==> src/design/kso_pkg.sv <==
package kso_pkg;

    // Event codes as carried on the opcode field
    typedef enum logic [2:0] {
        OP_PAN     = 3'd0,
        OP_FLICK   = 3'd1,
        OP_RELEASE = 3'd2,
        OP_RESET   = 3'd3,
        OP_MOTION  = 3'd4,
        OP_ANIM    = 3'd5,
        OP_TIMEOUT = 3'd6,
        OP_NONE    = 3'd7
    } t_op;

    // One queued event
    typedef struct packed {
        t_op                op;
        logic signed [11:0] dx;
        logic signed [11:0] dy;
        logic signed [20:0] fx;
        logic signed [20:0] fy;
    } t_item;

    // Configuration write port
    typedef struct packed {
        logic        we;
        logic [2:0]  idx;
        logic [15:0] data;
    } t_cfg_wr;

    // Register indexes
    localparam logic [2:0] CFG_POLICY   = 3'd0;
    localparam logic [2:0] CFG_DECEL    = 3'd1;
    localparam logic [2:0] CFG_MAX_OV_X = 3'd2;
    localparam logic [2:0] CFG_MAX_OV_Y = 3'd3;
    localparam logic [2:0] CFG_OV_SPEED = 3'd4;
    localparam logic [2:0] CFG_CEILING  = 3'd5;
    localparam logic [2:0] CFG_EXTENT_X = 3'd6;
    localparam logic [2:0] CFG_EXTENT_Y = 3'd7;

    // Reset values of the registers
    localparam logic [15:0] RST_DECEL   = 16'd55706;
    localparam logic [7:0]  RST_MAX_OV  = 8'd150;
    localparam logic [7:0]  RST_OV_SPD  = 8'd130;
    localparam logic [11:0] RST_CEILING = 12'd3500;

    // Overshoot policy codes
    localparam logic [1:0] POL_ALWAYS = 2'd1;
    localparam logic [1:0] POL_NEVER  = 2'd2;

    // Activity codes
    localparam logic [1:0] ACT_IDLE = 2'd0;
    localparam logic [1:0] ACT_PUSH = 2'd1;
    localparam logic [1:0] ACT_AUTO = 2'd2;

    // Timer flag bit positions
    localparam int unsigned TMR_ANIM   = 0;
    localparam int unsigned TMR_MOTION = 1;
    localparam int unsigned TMR_IDLE   = 2;

    localparam logic [7:0] BOUNCE_STEPS = 8'd3;

    localparam logic signed [20:0] VEL_MAX = 21'sh0FFFFF;
    localparam logic signed [20:0] VEL_MIN = 21'sh100000;
    localparam logic signed [20:0] ONE_VEL = 21'sd256;

endpackage

==> src/design/kso_front.sv <==
module kso_front (
    input  logic                i_clk,
    input  logic                i_rst_n,
    input  logic                i_in_valid,
    output logic                o_in_stall,
    input  logic [2:0]          i_opcode,
    input  logic signed [11:0]  i_delta_x,
    input  logic signed [11:0]  i_delta_y,
    input  logic signed [20:0]  i_fling_x,
    input  logic signed [20:0]  i_fling_y,
    output logic                o_q_valid,
    output kso_pkg::t_item      o_q_item,
    input  logic                i_q_pop
);

    // two-entry queue between decode and execution
    kso_pkg::t_item r_mem [2];
    logic           r_wptr;
    logic           r_rptr;
    logic [1:0]     r_cnt;
    kso_pkg::t_item n_item;
    logic           push;

    assign o_in_stall = (r_cnt == 2'd2);
    assign push       = i_in_valid && !o_in_stall;
    assign o_q_valid  = (r_cnt != 2'd0);
    assign o_q_item   = r_mem[r_rptr];

    always_comb begin
        n_item    = '0;
        n_item.op = kso_pkg::t_op'(i_opcode);
        // only the fields an event uses are kept
        if (n_item.op == kso_pkg::OP_PAN) begin
            n_item.dx = i_delta_x;
            n_item.dy = i_delta_y;
        end
        if (n_item.op == kso_pkg::OP_FLICK) begin
            n_item.fx = i_fling_x;
            n_item.fy = i_fling_y;
        end
    end

    always_ff @(posedge i_clk) begin
        if (push) begin
            r_mem[r_wptr] <= n_item;
        end
    end

    always_ff @(posedge i_clk) begin
        if (!i_rst_n) begin
            r_wptr <= 1'b0;
            r_rptr <= 1'b0;
            r_cnt  <= 2'd0;
        end else begin
            if (push) begin
                r_wptr <= !r_wptr;
            end
            if (i_q_pop) begin
                r_rptr <= !r_rptr;
            end
            r_cnt <= r_cnt + 2'(push) - 2'(i_q_pop);
        end
    end

    a_no_overfill: assert property (@(posedge i_clk) disable iff (!i_rst_n)
        r_cnt != 2'd3) else $error("queue count out of range");

    a_pop_nonempty: assert property (@(posedge i_clk) disable iff (!i_rst_n)
        i_q_pop |-> r_cnt != 2'd0) else $error("pop from empty queue");

endmodule

==> src/design/kso_back.sv <==
module kso_back (
    input  logic                i_clk,
    input  logic                i_rst_n,
    input  kso_pkg::t_cfg_wr    i_cfg,
    input  logic                i_q_valid,
    input  kso_pkg::t_item      i_q_item,
    output logic                o_q_pop,
    output logic                o_out_valid,
    input  logic                i_out_stall,
    output logic [15:0]         o_scroll_x,
    output logic [15:0]         o_scroll_y,
    output logic signed [8:0]   o_shown_overshoot_x,
    output logic signed [8:0]   o_shown_overshoot_y,
    output logic [1:0]          o_activity,
    output logic                o_activity_changed,
    output logic [2:0]          o_timers_armed
);

    typedef enum logic [2:0] {
        S_IDLE, S_EXEC, S_MOVE, S_HALT, S_HALT2, S_ANIM2, S_ANIM3, S_OUT
    } t_state;

    typedef struct packed {
        logic [15:0]       pos;
        logic signed [8:0] ov;
    } t_axis;

    function automatic t_axis axis_move(input logic [15:0] pos, input logic signed [8:0] ov,
                                        input logic [15:0] ext, input logic [7:0] mo,
                                        input logic signed [16:0] d, input logic allow);
        logic signed [19:0] tgt;
        logic signed [19:0] clp;
        logic signed [19:0] dif;
        logic signed [19:0] mos;
        t_axis              res;
        tgt = $signed({4'b0, pos}) - 20'(ov) - 20'(d);
        if (tgt < 20'sd0) begin
            clp = '0;
        end else if (tgt > $signed({4'b0, ext})) begin
            clp = $signed({4'b0, ext});
        end else begin
            clp = tgt;
        end
        dif = allow ? (clp - tgt) : 20'sd0;
        mos = $signed({12'b0, mo});
        if (dif > mos) begin
            dif = mos;
        end else if (dif < -mos) begin
            dif = -mos;
        end
        res.pos = clp[15:0];
        res.ov  = dif[8:0];
        return res;
    endfunction

    function automatic logic [20:0] mag(input logic signed [20:0] v);
        return v[20] ? (~v + 21'd1) : v;
    endfunction

    // round half away from zero to whole pixels
    function automatic logic signed [16:0] vel_pixels(input logic signed [20:0] v);
        logic [21:0] s;
        logic [13:0] r;
        s = {1'b0, mag(v)} + 22'd128;
        r = s[21:8];
        return v[20] ? -$signed({3'b0, r}) : $signed({3'b0, r});
    endfunction

    // |ov| * 1024 / 5 by reciprocal, exact below 2^18, with the sign opposite to ov
    function automatic logic signed [20:0] back_speed(input logic signed [8:0] ov);
        logic [8:0]  m;
        logic [34:0] p;
        logic [16:0] q;
        m = ov[8] ? 9'(-ov) : 9'(ov);
        p = {16'b0, m, 10'b0} * 35'd52429;
        q = p[34:18];
        return (ov > 9'sd0) ? -$signed({4'b0, q}) : $signed({4'b0, q});
    endfunction

    function automatic logic signed [20:0] decay(input logic signed [20:0] v,
                                                 input logic [15:0] f, input logic [11:0] c);
        logic [20:0] m;
        logic [23:0] lhs;
        logic [23:0] rhs;
        logic [36:0] p;
        logic [20:0] r;
        m   = mag(v);
        lhs = 24'(m) * 24'd5;
        rhs = {2'b0, c, 10'b0};
        p   = 37'(m) * 37'(f);
        r   = p[36:16];
        if (lhs < rhs) begin
            return v[20] ? $signed(~r + 21'd1) : $signed(r);
        end
        return v;
    endfunction

    // velocity after an overshooting animation step
    function automatic logic signed [20:0] over_vel(input logic signed [8:0] ov,
                                                    input logic [7:0] mo,
                                                    input logic signed [20:0] v,
                                                    input logic [7:0] nb,
                                                    input logic [7:0] spd);
        logic signed [20:0] r;
        logic signed [20:0] lim;
        logic signed [8:0]  mos;
        mos = $signed({1'b0, mo});
        lim = $signed({5'b0, spd, 8'b0});
        if (nb < kso_pkg::BOUNCE_STEPS) begin
            // over / mo truncates to -1, 0 or 1 since |over| <= mo
            if (mo != 8'd0 && ov == mos) begin
                r = v;
            end else if (mo != 8'd0 && ov == -mos) begin
                r = (v == kso_pkg::VEL_MIN) ? kso_pkg::VEL_MAX : -v;
            end else begin
                r = '0;
            end
        end else begin
            r = back_speed(ov);
            if (r < 21'sd0 && r > -kso_pkg::ONE_VEL) begin
                r = -kso_pkg::ONE_VEL;
            end else if (r > 21'sd0 && r < kso_pkg::ONE_VEL) begin
                r = kso_pkg::ONE_VEL;
            end
        end
        if (r > lim) begin
            r = lim;
        end else if (r < -lim) begin
            r = -lim;
        end
        return r;
    endfunction

    t_state              r_state;
    t_state              r_ret;
    kso_pkg::t_item      r_item;
    logic [1:0]          r_before;

    logic [1:0]          r_policy;
    logic [15:0]         r_decel;
    logic [7:0]          r_mox;
    logic [7:0]          r_moy;
    logic [7:0]          r_ovspd;
    logic [11:0]         r_ceil;
    logic [15:0]         r_ext_x;
    logic [15:0]         r_ext_y;

    logic                r_push;
    logic [1:0]          r_act;
    logic [15:0]         r_pos_x;
    logic [15:0]         r_pos_y;
    logic signed [8:0]   r_ovx;
    logic signed [8:0]   r_ovy;
    logic signed [15:0]  r_pend_x;
    logic signed [15:0]  r_pend_y;
    logic signed [20:0]  r_vx;
    logic signed [20:0]  r_vy;
    logic [7:0]          r_bounce;
    logic [2:0]          r_tmr;
    logic signed [16:0]  r_mdx;
    logic signed [16:0]  r_mdy;

    logic                r_ovld;
    logic [15:0]         r_o_sx;
    logic [15:0]         r_o_sy;
    logic signed [8:0]   r_o_ox;
    logic signed [8:0]   r_o_oy;
    logic [1:0]          r_o_act;
    logic                r_o_chg;
    logic [2:0]          r_o_tmr;

    logic                allow_x;
    logic                allow_y;
    t_axis               mv_x;
    t_axis               mv_y;
    logic signed [11:0]  pan_dx;
    logic signed [11:0]  pan_dy;
    logic signed [16:0]  psum_x;
    logic signed [16:0]  psum_y;
    logic signed [15:0]  n_pend_x;
    logic signed [15:0]  n_pend_y;
    logic [7:0]          n_bounce;
    logic signed [20:0]  bs_x;
    logic signed [20:0]  bs_y;
    logic signed [20:0]  dec_x;
    logic signed [20:0]  dec_y;
    logic                ovr;

    assign o_q_pop = (r_state == S_IDLE) && i_q_valid;

    assign allow_x = (r_ext_x != 16'd0) || (r_policy == kso_pkg::POL_ALWAYS);
    assign allow_y = (r_ext_y != 16'd0) || (r_policy == kso_pkg::POL_ALWAYS);
    assign mv_x    = axis_move(r_pos_x, r_ovx, r_ext_x, r_mox, r_mdx, allow_x);
    assign mv_y    = axis_move(r_pos_y, r_ovy, r_ext_y, r_moy, r_mdy, allow_y);

    assign pan_dx  = allow_x ? r_item.dx : 12'sd0;
    assign pan_dy  = allow_y ? r_item.dy : 12'sd0;
    assign psum_x  = 17'(r_pend_x) + 17'(pan_dx);
    assign psum_y  = 17'(r_pend_y) + 17'(pan_dy);

    always_comb begin
        if (psum_x > 17'sd32767) begin
            n_pend_x = 16'sh7FFF;
        end else if (psum_x < -17'sd32768) begin
            n_pend_x = 16'sh8000;
        end else begin
            n_pend_x = psum_x[15:0];
        end
        if (psum_y > 17'sd32767) begin
            n_pend_y = 16'sh7FFF;
        end else if (psum_y < -17'sd32768) begin
            n_pend_y = 16'sh8000;
        end else begin
            n_pend_y = psum_y[15:0];
        end
    end

    assign n_bounce = (r_bounce == 8'd255) ? r_bounce : r_bounce + 8'd1;
    assign bs_x     = back_speed(r_ovx);
    assign bs_y     = back_speed(r_ovy);
    assign dec_x    = decay(r_vx, r_decel, r_ceil);
    assign dec_y    = decay(r_vy, r_decel, r_ceil);
    assign ovr      = (r_ovx != 9'sd0) || (r_ovy != 9'sd0);

    always_ff @(posedge i_clk) begin
        if (!i_rst_n) begin
            r_state  <= S_IDLE;
            r_ret    <= S_OUT;
            r_policy <= 2'd0;
            r_decel  <= kso_pkg::RST_DECEL;
            r_mox    <= kso_pkg::RST_MAX_OV;
            r_moy    <= kso_pkg::RST_MAX_OV;
            r_ovspd  <= kso_pkg::RST_OV_SPD;
            r_ceil   <= kso_pkg::RST_CEILING;
            r_ext_x  <= '0;
            r_ext_y  <= '0;
            r_push   <= 1'b0;
            r_act    <= kso_pkg::ACT_IDLE;
            r_pos_x  <= '0;
            r_pos_y  <= '0;
            r_ovx    <= '0;
            r_ovy    <= '0;
            r_pend_x <= '0;
            r_pend_y <= '0;
            r_vx     <= '0;
            r_vy     <= '0;
            r_bounce <= '0;
            r_tmr    <= '0;
            r_ovld   <= 1'b0;
        end else begin
            if (i_cfg.we) begin
                case (i_cfg.idx)
                    kso_pkg::CFG_POLICY:   r_policy <= i_cfg.data[1:0];
                    kso_pkg::CFG_DECEL:    r_decel  <= i_cfg.data;
                    kso_pkg::CFG_MAX_OV_X: r_mox    <= i_cfg.data[7:0];
                    kso_pkg::CFG_MAX_OV_Y: r_moy    <= i_cfg.data[7:0];
                    kso_pkg::CFG_OV_SPEED: r_ovspd  <= i_cfg.data[7:0];
                    kso_pkg::CFG_CEILING:  r_ceil   <= i_cfg.data[11:0];
                    kso_pkg::CFG_EXTENT_X: r_ext_x  <= i_cfg.data;
                    kso_pkg::CFG_EXTENT_Y: r_ext_y  <= i_cfg.data;
                    default: ;
                endcase
            end

            // output register: loaded from S_OUT, emptied when taken
            if (r_state == S_OUT && (!r_ovld || !i_out_stall)) begin
                r_ovld <= 1'b1;
            end else if (!i_out_stall) begin
                r_ovld <= 1'b0;
            end

            case (r_state)
                S_IDLE: begin
                    if (i_q_valid) begin
                        r_item   <= i_q_item;
                        r_before <= r_act;
                        r_state  <= S_EXEC;
                    end
                end

                S_EXEC: begin
                    case (r_item.op)
                        kso_pkg::OP_PAN: begin
                            r_tmr[kso_pkg::TMR_IDLE] <= 1'b0;
                            if (r_tmr[kso_pkg::TMR_MOTION]) begin
                                r_pend_x <= n_pend_x;
                                r_pend_y <= n_pend_y;
                                r_state  <= S_OUT;
                            end else begin
                                r_push   <= 1'b1;
                                r_act    <= kso_pkg::ACT_PUSH;
                                r_pend_x <= '0;
                                r_pend_y <= '0;
                                r_tmr[kso_pkg::TMR_MOTION] <= 1'b1;
                                r_mdx    <= 17'(pan_dx);
                                r_mdy    <= 17'(pan_dy);
                                r_ret    <= S_OUT;
                                r_state  <= S_MOVE;
                            end
                        end
                        kso_pkg::OP_FLICK: begin
                            r_tmr[kso_pkg::TMR_IDLE] <= 1'b0;
                            r_tmr[kso_pkg::TMR_ANIM] <= 1'b1;
                            r_pend_x <= '0;
                            r_pend_y <= '0;
                            r_push   <= 1'b0;
                            r_act    <= kso_pkg::ACT_AUTO;
                            r_vx     <= r_item.fx;
                            r_vy     <= r_item.fy;
                            r_state  <= S_OUT;
                        end
                        kso_pkg::OP_RELEASE: begin
                            r_state <= S_HALT;
                        end
                        kso_pkg::OP_RESET: begin
                            r_act    <= kso_pkg::ACT_IDLE;
                            r_tmr    <= '0;
                            r_vx     <= '0;
                            r_vy     <= '0;
                            r_ovx    <= '0;
                            r_ovy    <= '0;
                            r_bounce <= '0;
                            r_state  <= S_OUT;
                        end
                        kso_pkg::OP_MOTION: begin
                            if (r_tmr[kso_pkg::TMR_MOTION]) begin
                                r_tmr[kso_pkg::TMR_MOTION] <= 1'b0;
                                r_tmr[kso_pkg::TMR_IDLE]   <= 1'b1;
                                // an empty pending move leaves overshoot alone
                                if (r_pend_x != 16'sd0 || r_pend_y != 16'sd0) begin
                                    r_mdx   <= 17'(r_pend_x);
                                    r_mdy   <= 17'(r_pend_y);
                                    r_ret   <= S_OUT;
                                    r_state <= S_MOVE;
                                end else begin
                                    r_state <= S_OUT;
                                end
                            end else begin
                                r_state <= S_OUT;
                            end
                        end
                        kso_pkg::OP_ANIM: begin
                            if (r_tmr[kso_pkg::TMR_ANIM]) begin
                                if (r_push && !ovr) begin
                                    r_state <= S_HALT;
                                end else begin
                                    r_mdx   <= vel_pixels(r_vx);
                                    r_mdy   <= vel_pixels(r_vy);
                                    r_ret   <= S_ANIM2;
                                    r_state <= S_MOVE;
                                end
                            end else begin
                                r_state <= S_OUT;
                            end
                        end
                        kso_pkg::OP_TIMEOUT: begin
                            if (r_tmr[kso_pkg::TMR_IDLE] && !r_tmr[kso_pkg::TMR_MOTION]
                                && !r_tmr[kso_pkg::TMR_ANIM]) begin
                                r_state <= S_HALT;
                            end else begin
                                r_state <= S_OUT;
                            end
                        end
                        default: r_state <= S_OUT;
                    endcase
                end

                S_MOVE: begin
                    r_pos_x <= mv_x.pos;
                    r_ovx   <= mv_x.ov;
                    r_pos_y <= mv_y.pos;
                    r_ovy   <= mv_y.ov;
                    r_state <= r_ret;
                end

                S_HALT: begin
                    r_tmr[kso_pkg::TMR_IDLE] <= 1'b0;
                    r_tmr[kso_pkg::TMR_ANIM] <= 1'b0;
                    if (r_tmr[kso_pkg::TMR_MOTION]) begin
                        r_tmr[kso_pkg::TMR_MOTION] <= 1'b0;
                        r_mdx   <= 17'(r_pend_x);
                        r_mdy   <= 17'(r_pend_y);
                        r_ret   <= S_HALT2;
                        r_state <= S_MOVE;
                    end else begin
                        r_state <= S_HALT2;
                    end
                end

                S_HALT2: begin
                    r_pend_x <= '0;
                    r_pend_y <= '0;
                    r_push   <= 1'b0;
                    if (ovr) begin
                        // bounce back from the edge
                        r_bounce <= kso_pkg::BOUNCE_STEPS;
                        r_act    <= kso_pkg::ACT_AUTO;
                        r_tmr[kso_pkg::TMR_ANIM] <= 1'b1;
                        if (r_ovx != 9'sd0) begin
                            r_vx <= bs_x;
                        end
                        if (r_ovy != 9'sd0) begin
                            r_vy <= bs_y;
                        end
                    end else begin
                        r_vx  <= '0;
                        r_vy  <= '0;
                        r_act <= kso_pkg::ACT_IDLE;
                    end
                    r_state <= S_OUT;
                end

                S_ANIM2: begin
                    if (ovr) begin
                        r_bounce <= n_bounce;
                        r_vx <= over_vel(r_ovx, r_mox, r_vx, n_bounce, r_ovspd);
                        r_vy <= over_vel(r_ovy, r_moy, r_vy, n_bounce, r_ovspd);
                        r_state  <= S_OUT;
                    end else if (r_act == kso_pkg::ACT_AUTO) begin
                        r_bounce <= '0;
                        r_vx     <= dec_x;
                        r_vy     <= dec_y;
                        r_state  <= S_ANIM3;
                    end else if (!r_push) begin
                        r_state <= S_HALT;
                    end else begin
                        r_state <= S_OUT;
                    end
                end

                S_ANIM3: begin
                    // stop once both axes are below one pixel per tick
                    if (r_vx > -kso_pkg::ONE_VEL && r_vx < kso_pkg::ONE_VEL &&
                        r_vy > -kso_pkg::ONE_VEL && r_vy < kso_pkg::ONE_VEL) begin
                        r_state <= S_HALT;
                    end else begin
                        r_state <= S_OUT;
                    end
                end

                S_OUT: begin
                    if (!r_ovld || !i_out_stall) begin
                        r_o_sx  <= r_pos_x;
                        r_o_sy  <= r_pos_y;
                        r_o_ox  <= (r_policy == kso_pkg::POL_NEVER) ? 9'sd0 : r_ovx;
                        r_o_oy  <= (r_policy == kso_pkg::POL_NEVER) ? 9'sd0 : r_ovy;
                        r_o_act <= r_act;
                        r_o_chg <= (r_act != r_before);
                        r_o_tmr <= r_tmr;
                        r_state <= S_IDLE;
                    end
                end

                default: r_state <= S_IDLE;
            endcase
        end
    end

    assign o_out_valid         = r_ovld;
    assign o_scroll_x          = r_o_sx;
    assign o_scroll_y          = r_o_sy;
    assign o_shown_overshoot_x = r_o_ox;
    assign o_shown_overshoot_y = r_o_oy;
    assign o_activity          = r_o_act;
    assign o_activity_changed  = r_o_chg;
    assign o_timers_armed      = r_o_tmr;

    a_pop_starts: assert property (@(posedge i_clk) disable iff (!i_rst_n)
        o_q_pop |=> r_state == S_EXEC) else $error("popped item not executed");

    a_over_lim: assert property (@(posedge i_clk) disable iff (!i_rst_n)
        r_state == S_MOVE |=>
            ($signed({r_ovx[8], r_ovx}) <= $signed({2'b0, r_mox})) &&
            ($signed({r_ovx[8], r_ovx}) >= -$signed({2'b0, r_mox})) &&
            ($signed({r_ovy[8], r_ovy}) <= $signed({2'b0, r_moy})) &&
            ($signed({r_ovy[8], r_ovy}) >= -$signed({2'b0, r_moy})))
        else $error("overshoot beyond limit after move");

    a_act_code: assert property (@(posedge i_clk) disable iff (!i_rst_n)
        !(r_act[1] && r_act[0])) else $error("bad activity code");

endmodule

==> src/design/kinetic_scroll_overshoot_engine_unit.sv <==
// An accepted event is written into the queue, popped in S_IDLE, run in S_EXEC and any
//   further sequencer states, and then loaded into the output register from S_OUT.
// The sequencer in kso_back takes a new item only once it is back in S_IDLE after the last.
// A two-entry queue keeps input accept running, until it is full, while the sequencer or the output waits.
// Reset: synchronous, active low; clears the scroller state and loads register defaults.
module kinetic_scroll_overshoot_engine_unit (
    input  logic                i_clk,
    input  logic                i_rst_n,
    // configuration write port
    input  logic                i_cfg_we,
    input  logic [2:0]          i_cfg_idx,
    input  logic [15:0]         i_cfg_data,
    // event channel
    input  logic                i_in_valid,
    output logic                o_in_stall,
    input  logic [2:0]          i_opcode,
    input  logic signed [11:0]  i_delta_x,
    input  logic signed [11:0]  i_delta_y,
    input  logic signed [20:0]  i_fling_x,
    input  logic signed [20:0]  i_fling_y,
    // result channel
    output logic                o_out_valid,
    input  logic                i_out_stall,
    output logic [15:0]         o_scroll_x,
    output logic [15:0]         o_scroll_y,
    output logic signed [8:0]   o_shown_overshoot_x,
    output logic signed [8:0]   o_shown_overshoot_y,
    output logic [1:0]          o_activity,
    output logic                o_activity_changed,
    output logic [2:0]          o_timers_armed
);

    kso_pkg::t_item   q_item;
    kso_pkg::t_cfg_wr cfg;
    logic             q_valid;
    logic             q_pop;

    assign cfg.we   = i_cfg_we;
    assign cfg.idx  = i_cfg_idx;
    assign cfg.data = i_cfg_data;

    // front: accept and decode events into the queue
    kso_front u_front (
        .i_clk      (i_clk),
        .i_rst_n    (i_rst_n),
        .i_in_valid (i_in_valid),
        .o_in_stall (o_in_stall),
        .i_opcode   (i_opcode),
        .i_delta_x  (i_delta_x),
        .i_delta_y  (i_delta_y),
        .i_fling_x  (i_fling_x),
        .i_fling_y  (i_fling_y),
        .o_q_valid  (q_valid),
        .o_q_item   (q_item),
        .i_q_pop    (q_pop)
    );

    // back: config registers, scroller state, sequencer and output register
    kso_back u_back (
        .i_clk               (i_clk),
        .i_rst_n             (i_rst_n),
        .i_cfg               (cfg),
        .i_q_valid           (q_valid),
        .i_q_item            (q_item),
        .o_q_pop             (q_pop),
        .o_out_valid         (o_out_valid),
        .i_out_stall         (i_out_stall),
        .o_scroll_x          (o_scroll_x),
        .o_scroll_y          (o_scroll_y),
        .o_shown_overshoot_x (o_shown_overshoot_x),
        .o_shown_overshoot_y (o_shown_overshoot_y),
        .o_activity          (o_activity),
        .o_activity_changed  (o_activity_changed),
        .o_timers_armed      (o_timers_armed)
    );

endmodule
==> config.mk <==
export PLATFORM = sky130hd
export DESIGN_NAME = kinetic_scroll_overshoot_engine_unit
export DESIGN_NICKNAME = d
export VERILOG_FILES = /design/src/design/kso_pkg.sv /design/src/design/kso_front.sv /design/src/design/kso_back.sv /design/src/design/kinetic_scroll_overshoot_engine_unit.sv
export SDC_FILE = /design/constraint.sdc
export NUM_CORES = 2
export LEC_CHECK = 0
export ABC_AREA = 1
export BUFFER_PORTS_ARGS = -buffer_cell sky130_fd_sc_hd__buf_2
export CORE_MARGIN = 5
export CORE_UTILIZATION = 45
export CTS_BUF_LIST = sky130_fd_sc_hd__clkbuf_4 sky130_fd_sc_hd__clkbuf_8 sky130_fd_sc_hd__clkbuf_16
export CTS_CLUSTER_SIZE = 25
export DETAILED_ROUTE_END_ITERATION = 8
export SETUP_SLACK_MARGIN = 0.4
export SYNTH_ARGS = -nofsm -noshare
export SYNTH_HDL_FRONTEND = slang
export SYNTH_SLANG_ARGS = --single-unit
==> constraint.sdc <==
create_clock -name i_clk -period 10.3 [get_ports i_clk]
set_input_delay 1.03 -clock i_clk [delete_from_list [all_inputs] [get_ports i_clk]]
set_output_delay 1.03 -clock i_clk [all_outputs]
set_load 0.02 [all_outputs]
* Word level (Yosys, flattened, before mapping) *
Memory sizes are Yosys's and may differ from the RTL's. A register that Yosys moved wholly into a read port is not among the register bits.
Cells that the tools add are included.

word-level totals
  register bits = 327
  logic and storage cells = 379
  memories kept = 1
  RAM bits = 138

memory list
  memory         depth  width  read ports  clocked after Yosys merged registers in  wr ports  RTL line         text
  u_front.r_mem  2      69     1           1                                        1         kso_front.sv:17  kso_pkg::t_item r_mem [2];

operators by class
  muxes and demuxes = 140
  eq/ne operators = 55
  reduce and logical (&&, ||, !) cells = 72
  $lt $le $gt $ge = 33
  multiply operators = 6
  bitwise operators = 4
  $add $sub $neg = 30

operators with widths
  cell                   number
  $mux 21                40
  $mux 17                14
  $pmux 16 s2            4
  $pmux 21 s3            2
  $mux 20                6
  $pmux 17 s3            2
  $mux 16                6
  $add 21x1->21 const B  4
  $gt 21x9->1 const B    4
  $lt 21x10->1 const B   4
  $not 21->21            4
  $pmux 21 s2            2
  $mul 21x16->37         2
  $pmux 17 s2            2
  $reduce_bool 16->1     4
  $mux 9                 7
  $mux 3                 18
  $mul 9x16->25 const B  2
  $lt 24x22->1           2
  $mul 21x3->24 const B  2
  $add 21x8->22 const B  2
  $eq 21x21->1 const B   2
  $gt 21x1->1 const B    2
  $gt 21x17->1           2
  69 further kinds       201

* Longest topological paths before layout *
  depth in word-level cells = 18
  depth in mapped cells = 65
  gate-level depth less buffers = 64

* By module *
From an unflattened synthesis, not the netlist that was laid out.

second synthesis, totals
  cells, all modules = 8986
  area, all modules = 66929.2 um2

by module, submodules not included
  module     area an instance (um2)  cells each  times used
  kso_back   61139.9                 8594        1
  kso_front  5789.3                  392         1

* Worst setup path after synthesis *
No wires, ideal clock.

  kind = flip-flop to flip-flop
  start = register u_back.r_ovx[0]
  end = register u_back.r_ovx[2]
  buffers on the path = 1
  cell stages (with the launch flop) = 57
  arrival = 8411 ps
  library setup time = 70 ps
  data required time = 10230 ps
  path slack = 1819 ps
  path through = dfxtp_1 inv_1 fa_1 fa_1 a21oi_1 o21bai_1 a21oi_1 o21ai_0 a21o_1 a21oi_1 inv_1 a21oi_1 o21bai_1 xnor2_1 inv_1 ha_1 nand4_1 or3_1 [21 not listed] nand2_1 nand2_1 a21oi_1 or2_2 nand2_1 inv_1 ha_1 nand4_1 a21oi_1 o21ai_0 nand3b_1 nor2_1 a21oi_1 clkbuf_1 o21ai_0 a21oi_1 o21ai_0 a21oi_1

on the way
  longest elaborated chain between the ends = 11
  elaborated cells on any way between the ends = 13
  classes of those cells = 3 x add/sub; 4 x order compare; 6 x mux

RTL lines
  item                    RTL line         text
  from (decl)             kso_back.sv:152  logic signed [8:0] r_ovx;
  from (signal assigned)  kso_back.sv:370  r_ovx <= mv_x.ov;
  $sub 17x9->18 (*)       kso_back.sv:36   tgt = $signed({4'b0, pos}) - 20'(ov) - 20'(d);
  $sub 18x17->19 (*)      kso_back.sv:36
  $gt 20x17->1            kso_back.sv:39   end else if (tgt > $signed({4'b0, ext})) begin
  $mux 20                 kso_back.sv:39
  $mux 20                 kso_back.sv:37   if (tgt < 20'sd0) begin
  $sub 20x20->20 (*)      kso_back.sv:44   dif = allow ? (clp - tgt) : 20'sd0;
  $mux 20 (*)             kso_back.sv:44
  $lt 20x20->1            kso_back.sv:48   end else if (dif < -mos) begin
  $mux 9                  kso_back.sv:48
  $mux 9 (*)              kso_back.sv:46   if (dif > mos) begin
  $pmux 9 s2 (*)          kso_back.sv:272  case (r_state)

Mark *: on every way between the ends. The rest lies on a longest branch, timed or not.
A chain may end at the register's enable or synchronous reset.

* Worst setup path in the final report *
  start = register u_back.r_vx[2]
  end = register u_back.r_vx[17]

on the way
  longest elaborated chain between the ends = 13
  elaborated cells on any way between the ends = 30
  classes of those cells = 3 x add/sub; 2 x mul; 3 x order compare; 2 x eq/ne; 17 x mux; 2 x bitwise; 1 x reduce/logical

RTL lines
  item                                                     RTL line         text
  from (decl)                                              kso_back.sv:156  logic signed [20:0] r_vx;
  from (signal assigned)                                   kso_back.sv:308  r_vx <= r_item.fx;
  from (signal assigned)                                   kso_back.sv:400  r_vx <= bs_x;
  from (signal assigned)                                   kso_back.sv:416  r_vx <= over_vel(r_ovx, r_mox, r_vx, n_bounce, r_ovspd);
  branches (longest 13 deep; another with $mul 21x16->37)  --

Several ways; the timed one is not identified. The select of a mux whose other input is x is not followed.

==> summary.md <==
| Metric | Value |
|---|---|
| First-pass GRT wire length | 356 mm |
| Critical path type | register to register |
| Share of the synthesized area in the top cell type | 0.182 |
| Initial DRC count | 5062 |
| Leading area contributor after synthesis | fa_1 |
| Register bit total from synthesis | 533 |
| GRT Residual Overflow | 0 |
| Global router's overall resource usage | 0.294 |
| Hold Path Cell Cnt | 2 |
| CP endpoint kind | register |
| Mapped Area | 66400 um^2 |
| Via count | 60500 |
| Dpl hpwl | 187 mm |
| TritonRoute pass-1 iters | 6 |
| Vias in the first global route | 59900 |
| Mapped Cells | 8986 |
| Setup tns final | 0 ns |
| Clock-pin slew on the worst setup and hold paths | 0.06 ns |
| CTS root buf | clkbuf_16 |
| Chip width | 394 um |
| Crit path buffers/inverters | 6 |
| Syn. warnings | 0 |
| Most frequent cells after synthesis | nand2_1, inv_1, nor2_1 |
| Post-synth EDFFs | 299 |
| Port Buffer Count | 150 |
| Crit. path cell count | 41 |
| Fin nets | 10400 |
| Ports | 151 |
| Met1 usage | 0.377 |
| Area grow syn2layout | 8.92% |
| Fmax | 0.107 GHz |
| Post-route ant nets | 0 |
| Hold_buf cts | 0 |
| Clock Latency Late Sink | 0.69 ns |
| Die ar. | 155000 um^2 |
| DR DRC count | 0 |
| RSZ-0062 raised after global routing | false |
| Critical Path Slowest Stage Cell | fa_1 |
| Slew HR | 0.126 |
| Tmin final | 9.37 ns |
| Synthesized area per cell | 7.38 um^2 |
| Number of library cell types mapped by synthesis | 73 |
| Gp weighted congestion | 0.998 |
| CTS HTree Levels | 3 |
| Most frequent cell after synthesis | nand2_1 |
| R2R depth | 41 |
| Crit path top cell by count | nand2_1 |
| Initial antenna violation count | 8 |
| Rows | 141 |
| Crit path launch type | register |
| Cts bufs inserted | 68 |
| Main synth FF type | edfxtp_1 |
| Drt wl/cell | 20.9 um |
| Largest net degree at the start of global routing | 72 |
| Filler Cell Count | 14800 |
| Layout Skew | 0.0466 ns |
| Vias per cell | 5.47 |
| Crit Path Max Fanout | 12 |
| Critical Path Max Stage Delay | 0.57 ns |
| Worst-Margin Slew | 1.29 ns |
| Status | finished clean |
| Synth area leaders | fa_1, edfxtp_1, ha_1, nand2_1, inv_1 |
| Ys async rst share | 0 |
| Final hold violation count | 0 |
| Storage cell area | 13700 um^2 |
| Crit share post-route | 0.909 |
| Grt peak-use layer | met2 |
| Fin. max-slew vios | 0 |
| CORE AREA | 147000 um^2 |
| Met2 usage in global routing | 0.486 |
| MaxCap Viol Count | 0 |
| Crit path arrival time | 9.99 ns |
| WL final | 231 mm |
| Clock Sinks | 533 |
| Worst min path class | register to register |
| Share of layout cells above drive strength 1 | 0.0725 |
| Worst EP required | 10.93 ns |
| CTS tree | done |
| Final setup vio count | 0 |
| Crit-path leading delay family | adder cells |
| Clock tree buffer depth | 3 |
| Register area share after synthesis | 0.206 |
| Area of the multi-input gates | 45500 um^2 |
| GR met3 Demand/Resource | 0.0600 |
| Die Span Y | 394 um |
| Starting Density | 0.451 |
## worst paths after layout
check                      from            endpoint  slack, ns
max              u_back.r_vx[2]     u_back.r_vx[17]       0.93
min          u_back.r_bounce[5]  u_back.r_bounce[5]       0.47
max reg2reg      u_back.r_vx[2]     u_back.r_vx[17]       0.93
min reg2reg  u_back.r_bounce[5]  u_back.r_bounce[5]       0.47
## cells in the final DEF, fill, tap and decap left out, types with 169 or more instances in the layout
cell type  count
inv_1       1594
a21oi_1      603
nand2_1     2108
edfxtp_1     299
buf_4        169
o21ai_0      385
fa_1         604
ha_1         665
nand3_1      388
nor2_1       777
dfxtp_1      225
## per-stage QoR
stage | hold WS (ns) | instances | cell area [um^2] | worst slack (ns) | util
global route | 0.499 | 11100 | 72300 | 0.374 | 0.491
floorplan | 0.424 | 8989 | 66400 | 1.82 | -
CTS | 0.468 | 11100 | 72000 | 0.527 | 0.490
detailed placement | 0.459 | 10900 | 69600 | 0.554 | 0.473
global placement | 0.451 | 10900 | 69600 | 0.657 | 0.473
finish | 0.470 | 11100 | 72300 | 0.933 | 0.491
## worst reg2reg max path: cells and delay by family (launching register included)
family                     cells  cell delay (ns)
AOI/OAI and AO/OA              6             1.47
xor gates and xnor gates       2             0.55
adders and majority gates      7             3.47
buffers and inverters          6             0.98
DFF                            1             0.32
and+or+nand+nor               20             2.54
## cell type report
| class | instances | share of cell area |
|---|---|---|
| clock buffer | 90 | 0.0266 |
| inverter | 1649 | 0.0859 |
| multi-input combinational | 6513 | 0.629 |
| sequential | 533 | 0.189 |
| tap | 1930 | 0.0334 |
| timing repair buffer | 320 | 0.0282 |
| antenna | 7 | 0.000242 |
| clock inverter | 35 | 0.00708 |
## cells by family (layout without fill, tap and decap cells)
kind of cell,Yosys count,in the layout,share of synthesized area
adders and majority gates,1270,1270,0.308
other,1,11,0.0000565
and+or+nand+nor,3651,3651,0.230
xor gates and xnor gates,202,202,0.0267
buffers and inverters,1943,2094,0.112
muxes,1,1,0.000151
AOI/OAI and AO/OA,1385,1385,0.118
DFF,533,533,0.206
## state kept, by name, indices dropped and copies added, names as in the netlist, 8 cells and up
register,count
u_back.r_item,69
u_front.r_mem,138
u_back.r_pos_x,16
u_back.o_shown_overshoot_x,9
u_back.r_moy,8
u_back.r_mdx,17
u_back.r_pos_y,16
u_back.r_ovx,9
u_back.r_ext_y,16
u_back.o_scroll_x,16
u_back.r_mdy,17
u_back.r_decel,16
u_back.r_bounce,8
u_back.o_scroll_y,16
u_back.r_ext_x,16
u_back.r_pend_y,16
u_back.r_vx,21
u_back.r_ovy,9
u_back.o_shown_overshoot_y,9
u_back.r_ovspd,8
u_back.r_pend_x,16
u_back.r_mox,8
u_back.r_vy,21
u_back.r_ceil,12
## metal layers
metal | wire, um | vias to the layer above
li1 | - | 28900
met1 | 95100 | 29000
met2 | 107000 | 2170
met3 | 18400 | 460
met4 | 11100 | 4
met5 | 23 | -
## repair_timing
| action | 4_1_cts | 5_1_grt |
|---|---|---|
| setup buffers | 0 | 13 |
| resized for setup | 0 | 41 |
| setup endpoints to repair | 0 | 56 |
Power is not shown: default switching activity piles up to over one toggle a cycle in this logic, so the estimate is an artifact.
